[src/hdl/tcsm_pkg.sv]
`timescale 1ns / 1ps

package tcsm_pkg;

  localparam int unsigned QueueDepth = 2;
  localparam int unsigned MaxResults = 3;
  localparam logic [15:0] RecvWindowReset = 16'hFFFF;

  typedef enum logic [3:0] {
    ACT_DROP    = 4'd0,
    ACT_ACK     = 4'd1,
    ACT_RESET   = 4'd2,
    ACT_SYN     = 4'd3,
    ACT_FIN     = 4'd4,
    ACT_DATA    = 4'd5,
    ACT_DELIVER = 4'd6,
    ACT_HOLD    = 4'd7,
    ACT_SPAWN   = 4'd8,
    ACT_CLOSED  = 4'd9
  } action_e;

  typedef enum logic [2:0] {
    KIND_SEGMENT = 3'd0,
    KIND_OPEN    = 3'd1,
    KIND_CLOSE   = 3'd2,
    KIND_TW_EXP  = 3'd3,
    KIND_SEND    = 3'd4
  } kind_e;

  typedef enum logic {
    REG_RECV_WINDOW  = 1'b0,
    REG_PASSIVE_OPEN = 1'b1
  } reg_idx_e;

  typedef struct packed {
    action_e     action;
    logic [31:0] seq;
    logic [31:0] ack;
    logic [15:0] len;
  } res_t;

  typedef struct packed {
    res_t [MaxResults-1:0] res;
    logic [1:0]            cnt;
    logic [3:0]            conn_state;
  } bundle_t;

  function automatic res_t mk_res(action_e a, logic [31:0] s, logic [31:0] k,
                                  logic [15:0] l);
    res_t r;
    r.action = a;
    r.seq    = s;
    r.ack    = k;
    r.len    = l;
    return r;
  endfunction

endpackage

[src/hdl/tcsm_front.sv]
`timescale 1ns / 1ps

module tcsm_front import tcsm_pkg::*; (
  input  logic        clk_i,
  input  logic        rst_ni,
  input  logic        cfg_we_i,
  input  logic        cfg_idx_i,
  input  logic [15:0] cfg_wdata_i,
  input  logic        in_valid_i,
  output logic        in_ready_o,
  input  logic [2:0]  kind_i,
  input  logic [31:0] seg_seq_i,
  input  logic [31:0] seg_ack_i,
  input  logic        flag_syn_i,
  input  logic        flag_ack_i,
  input  logic        flag_fin_i,
  input  logic        flag_rst_i,
  input  logic [15:0] payload_len_i,
  input  logic [31:0] initial_seq_i,
  input  logic        q_full_i,
  output logic        push_o,
  output bundle_t     push_data_o
);

  typedef enum logic [3:0] {
    ST_CLOSED     = 4'd0,
    ST_LISTEN     = 4'd1,
    ST_SYN_SENT   = 4'd2,
    ST_SYN_RCVD   = 4'd3,
    ST_ESTAB      = 4'd4,
    ST_FIN_WAIT_1 = 4'd5,
    ST_FIN_WAIT_2 = 4'd6,
    ST_CLOSE_WAIT = 4'd7,
    ST_CLOSING    = 4'd8,
    ST_LAST_ACK   = 4'd9,
    ST_TIME_WAIT  = 4'd10
  } conn_state_e;

  conn_state_e state_q, state_d;
  logic [31:0] nss_q, nss_d, ous_q, ous_d, ers_q, ers_d;
  logic        fin_seen_q, fin_seen_d, rst_seen_q, rst_seen_d;
  logic [15:0] win_q;
  logic        po_q;

  res_t [MaxResults-1:0] r;
  logic [1:0]            n;
  logic                  accept, done, win_bad;

  assign in_ready_o = !q_full_i;
  assign accept     = in_valid_i && in_ready_o;

  always_comb begin
    state_d    = state_q;
    nss_d      = nss_q;
    ous_d      = ous_q;
    ers_d      = ers_q;
    fin_seen_d = fin_seen_q;
    rst_seen_d = rst_seen_q;
    r          = '0;
    n          = 2'd0;
    done       = 1'b0;
    win_bad    = (seg_seq_i < ers_q) ||
                 ({1'b0, seg_seq_i} > ({1'b0, ers_q} + {17'd0, win_q}));
    unique case (kind_i)
      KIND_SEGMENT: begin
        if (state_q == ST_CLOSED) begin
          if (!flag_rst_i) begin
            ers_d = nss_q;
            r[n] = mk_res(ACT_RESET, nss_q, nss_q, 16'd0); n = n + 2'd1;
          end
        end else if (state_q == ST_LISTEN) begin
          if (!flag_rst_i) begin
            if (flag_ack_i || !flag_syn_i) begin
              ers_d = nss_q;
              r[n] = mk_res(ACT_RESET, nss_q, nss_q, 16'd0); n = n + 2'd1;
            end else begin
              r[n] = mk_res(ACT_SPAWN, initial_seq_i, seg_seq_i + 32'd1, 16'd0);
              n = n + 2'd1;
            end
          end
        end else if (state_q == ST_SYN_SENT) begin
          if (flag_rst_i) begin
            rst_seen_d = 1'b1;
            state_d = ST_CLOSED;
            r[n] = mk_res(ACT_CLOSED, '0, '0, '0); n = n + 2'd1;
          end else if (flag_ack_i && flag_syn_i && seg_ack_i == nss_q) begin
            ers_d = seg_seq_i + 32'd1;
            ous_d = seg_ack_i;
            r[n] = mk_res(ACT_ACK, nss_q, ers_d, 16'd0); n = n + 2'd1;
            state_d = ST_ESTAB;
          end
        end else if (win_bad) begin
          r[n] = mk_res(ACT_ACK, nss_q, ers_q, 16'd0); n = n + 2'd1;
        end else if (seg_ack_i < ous_q || seg_ack_i > nss_q) begin
          // out of range ack: drop
        end else if (flag_rst_i) begin
          rst_seen_d = 1'b1;
          state_d = ST_CLOSED;
          r[n] = mk_res(ACT_CLOSED, '0, '0, '0); n = n + 2'd1;
        end else if (!flag_ack_i || flag_syn_i) begin
          ers_d = nss_q;
          r[n] = mk_res(ACT_RESET, nss_q, nss_q, 16'd0); n = n + 2'd1;
        end else begin
          if (flag_fin_i) begin
            if (seg_ack_i > ous_d) ous_d = seg_ack_i;
            if (seg_seq_i != ers_q) begin
              done = 1'b1;
            end else if (state_q == ST_ESTAB || state_q == ST_SYN_RCVD ||
                         state_q == ST_FIN_WAIT_1 || state_q == ST_FIN_WAIT_2) begin
              fin_seen_d = 1'b1;
              ers_d = ers_q + {16'd0, payload_len_i} + 32'd1;
              r[n] = mk_res(ACT_ACK, nss_q, ers_d, 16'd0); n = n + 2'd1;
              state_d = (state_q == ST_ESTAB || state_q == ST_SYN_RCVD) ?
                        ST_CLOSE_WAIT : ST_TIME_WAIT;
              if (payload_len_i != 16'd0) begin
                r[n] = mk_res(ACT_DELIVER, seg_seq_i, '0, payload_len_i);
                n = n + 2'd1;
              end
              done = 1'b1;
            end else if (state_q == ST_TIME_WAIT) begin
              r[n] = mk_res(ACT_ACK, nss_q, ers_q, 16'd0); n = n + 2'd1;
              done = 1'b1;
            end
          end
          if (!done) begin
            if (state_q == ST_SYN_RCVD) begin
              if (seg_seq_i == ers_q && seg_ack_i == nss_q) state_d = ST_ESTAB;
            end else if (state_q == ST_CLOSE_WAIT || state_q == ST_LAST_ACK) begin
              if (payload_len_i != 16'd0 && seg_seq_i >= ers_q) begin
                ers_d = nss_q;
                r[n] = mk_res(ACT_RESET, nss_q, nss_q, 16'd0); n = n + 2'd1;
                state_d = ST_CLOSED;
                r[n] = mk_res(ACT_CLOSED, '0, '0, '0); n = n + 2'd1;
              end else begin
                if (seg_ack_i > ous_d && seg_ack_i <= nss_q) ous_d = seg_ack_i;
                if (state_q == ST_LAST_ACK && ous_d == nss_q) begin
                  state_d = ST_CLOSED;
                  r[n] = mk_res(ACT_CLOSED, '0, '0, '0); n = n + 2'd1;
                end
              end
            end else if (state_q == ST_ESTAB || state_q == ST_FIN_WAIT_1 ||
                         state_q == ST_FIN_WAIT_2) begin
              if (seg_ack_i > ous_d) begin
                ous_d = seg_ack_i;
                if (state_d == ST_FIN_WAIT_1) state_d = ST_FIN_WAIT_2;
              end
              if (payload_len_i != 16'd0) begin
                if (state_d != ST_ESTAB) begin
                  ers_d = nss_q;
                  r[n] = mk_res(ACT_RESET, nss_q, nss_q, 16'd0); n = n + 2'd1;
                  state_d = ST_CLOSED;
                  r[n] = mk_res(ACT_CLOSED, '0, '0, '0); n = n + 2'd1;
                end else if (seg_seq_i == ers_q) begin
                  ers_d = seg_seq_i + {16'd0, payload_len_i};
                  r[n] = mk_res(ACT_DELIVER, seg_seq_i, '0, payload_len_i);
                  n = n + 2'd1;
                end else begin
                  r[n] = mk_res(ACT_HOLD, seg_seq_i, '0, payload_len_i);
                  n = n + 2'd1;
                end
              end
            end
          end
        end
      end
      KIND_OPEN: begin
        if (state_q == ST_CLOSED || state_q == ST_LISTEN || state_q == ST_SYN_RCVD) begin
          fin_seen_d = 1'b0;
          rst_seen_d = 1'b0;
          ous_d = initial_seq_i;
          nss_d = initial_seq_i + 32'd1;
          state_d = ST_SYN_SENT;
          r[n] = mk_res(ACT_SYN, initial_seq_i, ers_q, 16'd0); n = n + 2'd1;
        end
      end
      KIND_CLOSE: begin
        if (state_q == ST_CLOSED) begin
          r[n] = mk_res(ACT_CLOSED, '0, '0, '0); n = n + 2'd1;
        end else if (state_q == ST_SYN_SENT || state_q == ST_SYN_RCVD ||
                     state_q == ST_ESTAB || state_q == ST_CLOSE_WAIT) begin
          r[n] = mk_res(ACT_FIN, nss_q, ers_q, 16'd0); n = n + 2'd1;
          nss_d = nss_q + 32'd1;
          state_d = (state_q == ST_CLOSE_WAIT) ? ST_LAST_ACK : ST_FIN_WAIT_1;
        end
      end
      KIND_TW_EXP: begin
        if (state_q == ST_TIME_WAIT) begin
          state_d = ST_CLOSED;
          r[n] = mk_res(ACT_CLOSED, '0, '0, '0); n = n + 2'd1;
        end
      end
      KIND_SEND: begin
        if ((state_q == ST_ESTAB || state_q == ST_CLOSE_WAIT) &&
            payload_len_i != 16'd0) begin
          r[n] = mk_res(ACT_DATA, nss_q, ers_q, payload_len_i); n = n + 2'd1;
          nss_d = nss_q + {16'd0, payload_len_i};
        end
      end
      default: ;
    endcase
    // every item yields at least one result
    if (n == 2'd0) begin
      r[0] = mk_res(ACT_DROP, '0, '0, '0);
      n = 2'd1;
    end
  end

  assign push_o                 = accept;
  assign push_data_o.res        = r;
  assign push_data_o.cnt        = n;
  assign push_data_o.conn_state = state_d;

  always_ff @(posedge clk_i or negedge rst_ni) begin
    if (!rst_ni) begin
      state_q    <= ST_CLOSED;
      nss_q      <= '0;
      ous_q      <= '0;
      ers_q      <= '0;
      fin_seen_q <= 1'b0;
      rst_seen_q <= 1'b0;
      win_q      <= RecvWindowReset;
      po_q       <= 1'b0;
    end else if (accept) begin
      state_q    <= state_d;
      nss_q      <= nss_d;
      ous_q      <= ous_d;
      ers_q      <= ers_d;
      fin_seen_q <= fin_seen_d;
      rst_seen_q <= rst_seen_d;
    end else if (cfg_we_i) begin
      if (cfg_idx_i == REG_RECV_WINDOW) begin
        win_q <= cfg_wdata_i;
      end else begin
        po_q <= cfg_wdata_i[0];
        if (state_q == ST_CLOSED || state_q == ST_LISTEN)
          state_q <= cfg_wdata_i[0] ? ST_LISTEN : ST_CLOSED;
      end
    end
  end

endmodule

[src/hdl/tcsm_queue.sv]
`timescale 1ns / 1ps

module tcsm_queue import tcsm_pkg::*; #(
  parameter int unsigned DEPTH = QueueDepth
) (
  input  logic    clk_i,
  input  logic    rst_ni,
  input  logic    push_i,
  input  bundle_t push_data_i,
  input  logic    pop_i,
  output logic    full_o,
  output logic    empty_o,
  output bundle_t head_o
);

  localparam int unsigned PW = (DEPTH > 1) ? $clog2(DEPTH) : 1;
  localparam int unsigned CW = $clog2(DEPTH + 1);

  bundle_t        mem_q [DEPTH];
  logic [PW-1:0]  wr_q, rd_q;
  logic [CW-1:0]  cnt_q;

  assign full_o  = (cnt_q == CW'(DEPTH));
  assign empty_o = (cnt_q == '0);
  assign head_o  = mem_q[rd_q];

  always_ff @(posedge clk_i) begin
    if (push_i) mem_q[wr_q] <= push_data_i;
  end

  always_ff @(posedge clk_i or negedge rst_ni) begin
    if (!rst_ni) begin
      wr_q  <= '0;
      rd_q  <= '0;
      cnt_q <= '0;
    end else begin
      if (push_i) wr_q <= (wr_q == PW'(DEPTH - 1)) ? '0 : wr_q + PW'(1);
      if (pop_i)  rd_q <= (rd_q == PW'(DEPTH - 1)) ? '0 : rd_q + PW'(1);
      if (push_i && !pop_i)      cnt_q <= cnt_q + CW'(1);
      else if (pop_i && !push_i) cnt_q <= cnt_q - CW'(1);
    end
  end

endmodule

[src/hdl/tcsm_back.sv]
`timescale 1ns / 1ps

module tcsm_back import tcsm_pkg::*; (
  input  logic        clk_i,
  input  logic        rst_ni,
  input  logic        empty_i,
  input  bundle_t     head_i,
  output logic        pop_o,
  output logic        out_valid_o,
  input  logic        out_ready_i,
  output logic [3:0]  action_o,
  output logic [31:0] out_seq_o,
  output logic [31:0] out_ack_o,
  output logic [15:0] out_len_o,
  output logic [3:0]  conn_state_out_o,
  output logic        last_o
);

  logic [1:0] k_q;
  res_t       cur;

  assign cur              = head_i.res[k_q];
  assign out_valid_o      = !empty_i;
  assign last_o           = (k_q == head_i.cnt - 2'd1);
  assign action_o         = cur.action;
  assign out_seq_o        = cur.seq;
  assign out_ack_o        = cur.ack;
  assign out_len_o        = cur.len;
  assign conn_state_out_o = head_i.conn_state;
  assign pop_o            = out_valid_o && out_ready_i && last_o;

  // advance through the item's results, rewind when the item retires
  always_ff @(posedge clk_i or negedge rst_ni) begin
    if (!rst_ni) begin
      k_q <= 2'd0;
    end else if (out_valid_o && out_ready_i) begin
      k_q <= last_o ? 2'd0 : k_q + 2'd1;
    end
  end

  a_cnt_valid: assert property (@(posedge clk_i) disable iff (!rst_ni)
    out_valid_o |-> (head_i.cnt != 2'd0 && k_q < head_i.cnt))
    else $error("result index outside item");
  a_hold_idx: assert property (@(posedge clk_i) disable iff (!rst_ni)
    (out_valid_o && !out_ready_i) |=> $stable(k_q))
    else $error("result index moved while stalled");
  a_idle_idx: assert property (@(posedge clk_i) disable iff (!rst_ni)
    !out_valid_o |-> k_q == 2'd0)
    else $error("result index not rewound");

endmodule

[src/hdl/tcp_connection_state_machine_top.sv]
`timescale 1ns / 1ps

// Control block of one TCP connection.
// Input channel (in_valid_i/in_ready_o): one event per item - a received
// segment header, open, close, time-wait expiry or send-data request.
// Output channel (out_valid_o/out_ready_i): one or two result items per
// input item, the final one flagged by last_o.
// Configuration: cfg_we_i writes register cfg_idx_i (0 receive window,
// 1 passive open) from cfg_wdata_i; write only while idle.
// The front stage evaluates an event and updates the connection state in
// the cycle it is accepted; the bundle of results is registered into a
// two-entry queue whose head drives the outputs.
// Throughput is one input item per cycle while each item yields one result
// and the receiver is ready; the output side emits one result per cycle
// while out_ready_i is high, and an item retires with its last result.
// When the receiver stalls, results hold and the queue fills; in_ready_o
// falls once both entries are taken. Reset puts the connection in CLOSED
// with all sequence numbers zero and the receive window at 65535.
module tcp_connection_state_machine_top import tcsm_pkg::*; #(
  parameter int unsigned QUEUE_DEPTH = QueueDepth
) (
  input  logic        clk_i,
  input  logic        rst_ni,
  input  logic        cfg_we_i,
  input  logic        cfg_idx_i,
  input  logic [15:0] cfg_wdata_i,
  input  logic        in_valid_i,
  output logic        in_ready_o,
  input  logic [2:0]  kind_i,
  input  logic [31:0] seg_seq_i,
  input  logic [31:0] seg_ack_i,
  input  logic        flag_syn_i,
  input  logic        flag_ack_i,
  input  logic        flag_fin_i,
  input  logic        flag_rst_i,
  input  logic [15:0] payload_len_i,
  input  logic [31:0] initial_seq_i,
  output logic        out_valid_o,
  input  logic        out_ready_i,
  output logic [3:0]  action_o,
  output logic [31:0] out_seq_o,
  output logic [31:0] out_ack_o,
  output logic [15:0] out_len_o,
  output logic [3:0]  conn_state_out_o,
  output logic        last_o
);

  logic    push, pop, full, empty;
  bundle_t push_data, head;

  tcsm_front u_front (
    .clk_i, .rst_ni, .cfg_we_i, .cfg_idx_i, .cfg_wdata_i,
    .in_valid_i, .in_ready_o, .kind_i, .seg_seq_i, .seg_ack_i,
    .flag_syn_i, .flag_ack_i, .flag_fin_i, .flag_rst_i,
    .payload_len_i, .initial_seq_i,
    .q_full_i(full), .push_o(push), .push_data_o(push_data)
  );

  tcsm_queue #(.DEPTH(QUEUE_DEPTH)) u_queue (
    .clk_i, .rst_ni, .push_i(push), .push_data_i(push_data), .pop_i(pop),
    .full_o(full), .empty_o(empty), .head_o(head)
  );

  tcsm_back u_back (
    .clk_i, .rst_ni, .empty_i(empty), .head_i(head), .pop_o(pop),
    .out_valid_o, .out_ready_i, .action_o, .out_seq_o, .out_ack_o,
    .out_len_o, .conn_state_out_o, .last_o
  );

endmodule
[config.mk]
export PLATFORM = sky130hd
export DESIGN_NAME = tcp_connection_state_machine_top
export DESIGN_NICKNAME = d
export VERILOG_FILES = /design/src/hdl/tcsm_pkg.sv /design/src/hdl/tcsm_front.sv /design/src/hdl/tcsm_queue.sv /design/src/hdl/tcsm_back.sv /design/src/hdl/tcp_connection_state_machine_top.sv
export SDC_FILE = /design/constraint.sdc
export NUM_CORES = 2
export LEC_CHECK = 0
export BUFFER_PORTS_ARGS = -buffer_cell sky130_fd_sc_hd__buf_2
export CAP_MARGIN = 10
export CORE_UTILIZATION = 50
export CTS_BUF_LIST = sky130_fd_sc_hd__clkbuf_16
export CTS_CLUSTER_SIZE = 25
export DETAILED_ROUTE_END_ITERATION = 8
export MAX_ROUTING_LAYER = met4
export PLACE_DENSITY = 0.67
export SLEW_MARGIN = 20
export SYNTH_ARGS = -nofsm -noshare
export SYNTH_HDL_FRONTEND = slang
export SYNTH_SLANG_ARGS = --single-unit
[constraint.sdc]
create_clock -name clk_i -period 18.2 [get_ports clk_i]
set_input_delay 2.73 -clock clk_i [delete_from_list [all_inputs] [get_ports clk_i]]
set_output_delay 2.73 -clock clk_i [all_outputs]
set_load 0.1 [all_outputs]
==> results.json <==
{
  "run_status": "finished clean",
  "worst_setup_path_end_kind": "register",
  "layout.filler_cells": 7701,
  "grt_antenna_before_repair": 12,
  "fin_tns_setup_ns": 0,
  "layout-area-overhead-vs-synth_pct": 11.2,
  "dp_cells": 5623,
  "die_width_um": 298,
  "maxSlewViolCount": 0,
  "share_of_cells_above_drive_strength_1": 0.148,
  "first_pass_iters": 8,
  "ys_top_cells_by_area": "sky130_fd_sc_hd__edfxtp_1 (35%), sky130_fd_sc_hd__ha_1 (6.6%), sky130_fd_sc_hd__dfrtp_1 (6.1%), sky130_fd_sc_hd__mux4_2 (4.3%), sky130_fd_sc_hd__a21oi_1 (3.6%)",
  "finalNonFillerCells": 5777,
  "grt_first_pass_wirelength_mm": 296,
  "fp.dieH_um": 298,
  "seq_power_share": 0.260,
  "power.share.combinational": 0.584,
  "total_overflow_reported_by_the_global_router": 0,
  "drt-initial-drc-count": 6523,
  "num_rows": 108,
  "register_clock_pin_slew_on_the_reported_worst_setup_and_hold_paths_ns": 0.06,
  "fraction_of_registers_with_async_set_or_reset_after_synthesis": 0.191,
  "timing.fmax_mhz": 101,
  "nets": 4922,
  "tritoncts": "yes",
  "boundaryPins": 232,
  "hold_violations": 0,
  "grt_pass1_vias": 39500,
  "internal_power_mw": 4.31,
  "p_leak_nw": 18.6,
  "placeableCoreArea_um2": 86800,
  "transition_at_the_pin_with_the_smallest_max_transition_slack_ns": 1.31,
  "design_power_total_mw": 9.39,
  "syn_nets": 4815,
  "place_ws_ns": 7.78,
  "worst_clock_skew_on_the_final_layout_ns": 0.0592,
  "maxcap_violations": 0,
  "final_antenna_net_count": 0,
  "tmin_final_ns": 9.89,
  "vias": 41400,
  "synth_top_cell_by_area": "sky130_fd_sc_hd__edfxtp_1",
  "synthDistinctLibCells": 100,
  "synth_edf_count": 516,
  "cts.root.buffer_cell": "sky130_fd_sc_hd__clkbuf_16",
  "critical_path_required_ns": 18.61,
  "number_of_remaining_drc_errors": 0,
  "post-cts-setup-buffers": 0,
  "die-area_um2": 88700,
  "postSynthCellCount": 4438,
  "number_of_synthesized_register_bits": 638,
  "grt_start_max_net_pins": 128,
  "io_buffers": 231,
  "setup.worst_path.start": "seg_ack_i[29]",
  "place_hpwl_mm": 153,
  "post_drt_via_cell_ratio": 7.16,
  "ys_seq_area_frac": 0.424,
  "cp_slowest_cell": "sky130_fd_sc_hd__o41ai_1",
  "path_max_fanout": 45,
  "globalplace.congestion": 1.10,
  "ys_flop_type": "sky130_fd_sc_hd__edfxtp_1",
  "finish.instance_area_um2": 48600,
  "clock_latency_at_the_later_pin_of_the_worst_skew_pair_ns": 0.70,
  "layout.cells.most_common": "sky130_fd_sc_hd__edfxtp_1",
  "deepest_clock_path_buffer_count": 3,
  "worstReg2RegStart": "u_front.ers_q[1]",
  "drt_wl_total_mm": 212,
  "timing.critical_path.slowest_cell_delay_ns": 0.74,
  "p_sw_frac": 0.541,
  "rsz0062_at_grt": "no",
  "power_density_nw_per_um2": 193,
  "mostFrequentLayoutCells": "sky130_fd_sc_hd__edfxtp_1 (516), sky130_fd_sc_hd__nor2_1 (339), sky130_fd_sc_hd__nand2_1 (322), sky130_fd_sc_hd__a21oi_1 (310), sky130_fd_sc_hd__o21ai_0 (247)",
  "vdd_drop_max_v": 0.000269,
  "worstSetupStartpointType": "input port",
  "netSwitchingPower_mw": 5.08,
  "cp.arrival_ns": 10.30,
  "cts_htree_levels": 3,
  "min_period_over_period": 0.544,
  "mappedNetlistArea_um2": 43700,
  "yosysWarningCount": 0,
  "setup_ws_ns": 8.31,
  "cts_buffers": 74,
  "hold_path.class": "reg2reg",
  "critical_path.cell_chain": "buf_2 > ha_1 > nand4_1 > nor4_1 > and4_1 > o41ai_1 > a21oi_4 > buf_4 > a21oi_1 > ha_1 > nand4_1 > nor4_1 > and2_1 > a22oi_1 > a31o_4 > a21oi_4 > mux2i_1 > a2111oi_4 > nand4_4 > o41ai_1 > o211ai_1 > a21boi_0",
  "worst-setup-path-type": "in2reg",
  "synth.avg_cell_area_um2": 9.86,
  "clock-sinks": 638,
  "power_frac_clock": 0.156,
  "synth_top_cell_area_share": 0.354,
  "slew_headroom": 0.117,
  "post_cts_resized": 0,
  "report.final.setup_viol": 0,
  "timing.hold.worst.start": "u_queue.cnt_q[1]",
  "routedWlPerCell_um": 36.7,
  "placed_area_um2": 46200,
  "holdBufCountCts": 0,
  "initial_core_util": 0.504,
  "grt_use_total": 0.485
}
[through the flow]
| stage | utilization | hold slack, ns |
|---|---|---|
| 2_1_floorplan | - | 0.456 |
| 3_3_place_gp | 0.533 | 0.476 |
| 3_5_place_dp | 0.533 | 0.490 |
| 4_1_cts | 0.560 | 0.498 |
| 5_1_grt | 0.560 | 0.536 |
| 6_report | 0.561 | 0.504 |
[power by group through the flow]
| stage | logic (mW) | clock network, mW | registers (mW) |
|---|---|---|---|
| 6_report | 5.48 | 1.46 | 2.44 |
| 2_1_floorplan | 3.82 | 0 | 2.31 |
| 3_3_place_gp | 5.28 | 0 | 2.43 |
| 4_1_cts | 5.32 | 1.47 | 2.42 |
| 5_1_grt | 5.70 | 1.52 | 2.46 |
| 3_5_place_dp | 5.30 | 0 | 2.44 |
[state kept, by name (all words and copies together) (netlist names)]
signal,count
u_back.k_q,2
u_queue.wr_q,1
u_queue.mem_q,516
u_queue.cnt_q,2
u_front.win_q,16
u_front.nss_q,32
u_front.ous_q,32
u_front.state_q,4
u_front.ers_q,32
u_queue.rd_q,1
[cell families after synthesis]
logic type	after synthesis	synth area share
AO/OA/AOI/OAI	1379	0.211
XOR/XNOR	181	0.0362
adder cells (fa/ha/maj)	236	0.0682
buffers and inverters	551	0.0481
flip-flops	638	0.424
multiplexers	215	0.0739
AND/OR/NAND/NOR	1238	0.138
[critical path, delay by kind of cell]
kind	cells	cell delay (ns)
adders and majority gates	2	0.63
and+or+nand+nor	7	2.19
muxes	1	0.29
buffers and inverters	2	0.69
AOI/OAI and AO/OA	10	3.72
[worst paths after layout]
kind / end / slack, ns / cells after the start
max: u_queue.mem_q[0][3] / 8.31 / 22
min: u_queue.cnt_q[1] / 0.50 / 1
max reg2reg: u_queue.mem_q[0][224] / 9.10 / 29
min reg2reg: u_queue.cnt_q[1] / 0.50 / 1
max in group asynchronous: u_front.nss_q[25] / 14.69 / 2
min in group asynchronous: u_front.ers_q[21] / 2.01 / 1
[per-layer routing]
metal | vias to the layer above | wire length, um | GRT usage | share of wire
li1 | 17200 | - | - | -
met1 | 20200 | 76800 | 0.577 | 0.36
met2 | 3097 | 89800 | 0.692 | 0.42
met3 | 859 | 26700 | 0.149 | 0.13
met4 | 0 | 18900 | 0.359 | 0.089
met5 | - | 0 | - | 0
[cell type report]
class | instances | area, um^2 | area share
tap | 1155 | 1450 | 0.0297
clock buffer | 75 | 1880 | 0.0386
clock inverter | 60 | 482 | 0.00990
multi-input combinational | 3249 | 23300 | 0.478
timing repair buffer | 351 | 2080 | 0.0428
sequential | 638 | 18600 | 0.382
antenna | 18 | 45.0 | 0.000926
inverter | 231 | 867 | 0.0178
[cells in the mapped netlist, types with 69 or more instances]
cell,n
sky130_fd_sc_hd__nand2_1,322
sky130_fd_sc_hd__edfxtp_1,516
sky130_fd_sc_hd__o22ai_1,146
sky130_fd_sc_hd__a22oi_1,77
sky130_fd_sc_hd__mux4_2,84
sky130_fd_sc_hd__o21ai_0,247
sky130_fd_sc_hd__clkbuf_1,279
sky130_fd_sc_hd__a21o_1,69
sky130_fd_sc_hd__a21oi_1,312
sky130_fd_sc_hd__nand3_1,112
sky130_fd_sc_hd__inv_1,214
sky130_fd_sc_hd__a211oi_1,104
sky130_fd_sc_hd__nor2_1,349
sky130_fd_sc_hd__ha_1,232
sky130_fd_sc_hd__nor3_1,93
sky130_fd_sc_hd__mux2i_1,107
sky130_fd_sc_hd__xnor2_1,111
sky130_fd_sc_hd__dfrtp_1,106
sky130_fd_sc_hd__xor2_1,70
Power figures use the tool's default switching activity.
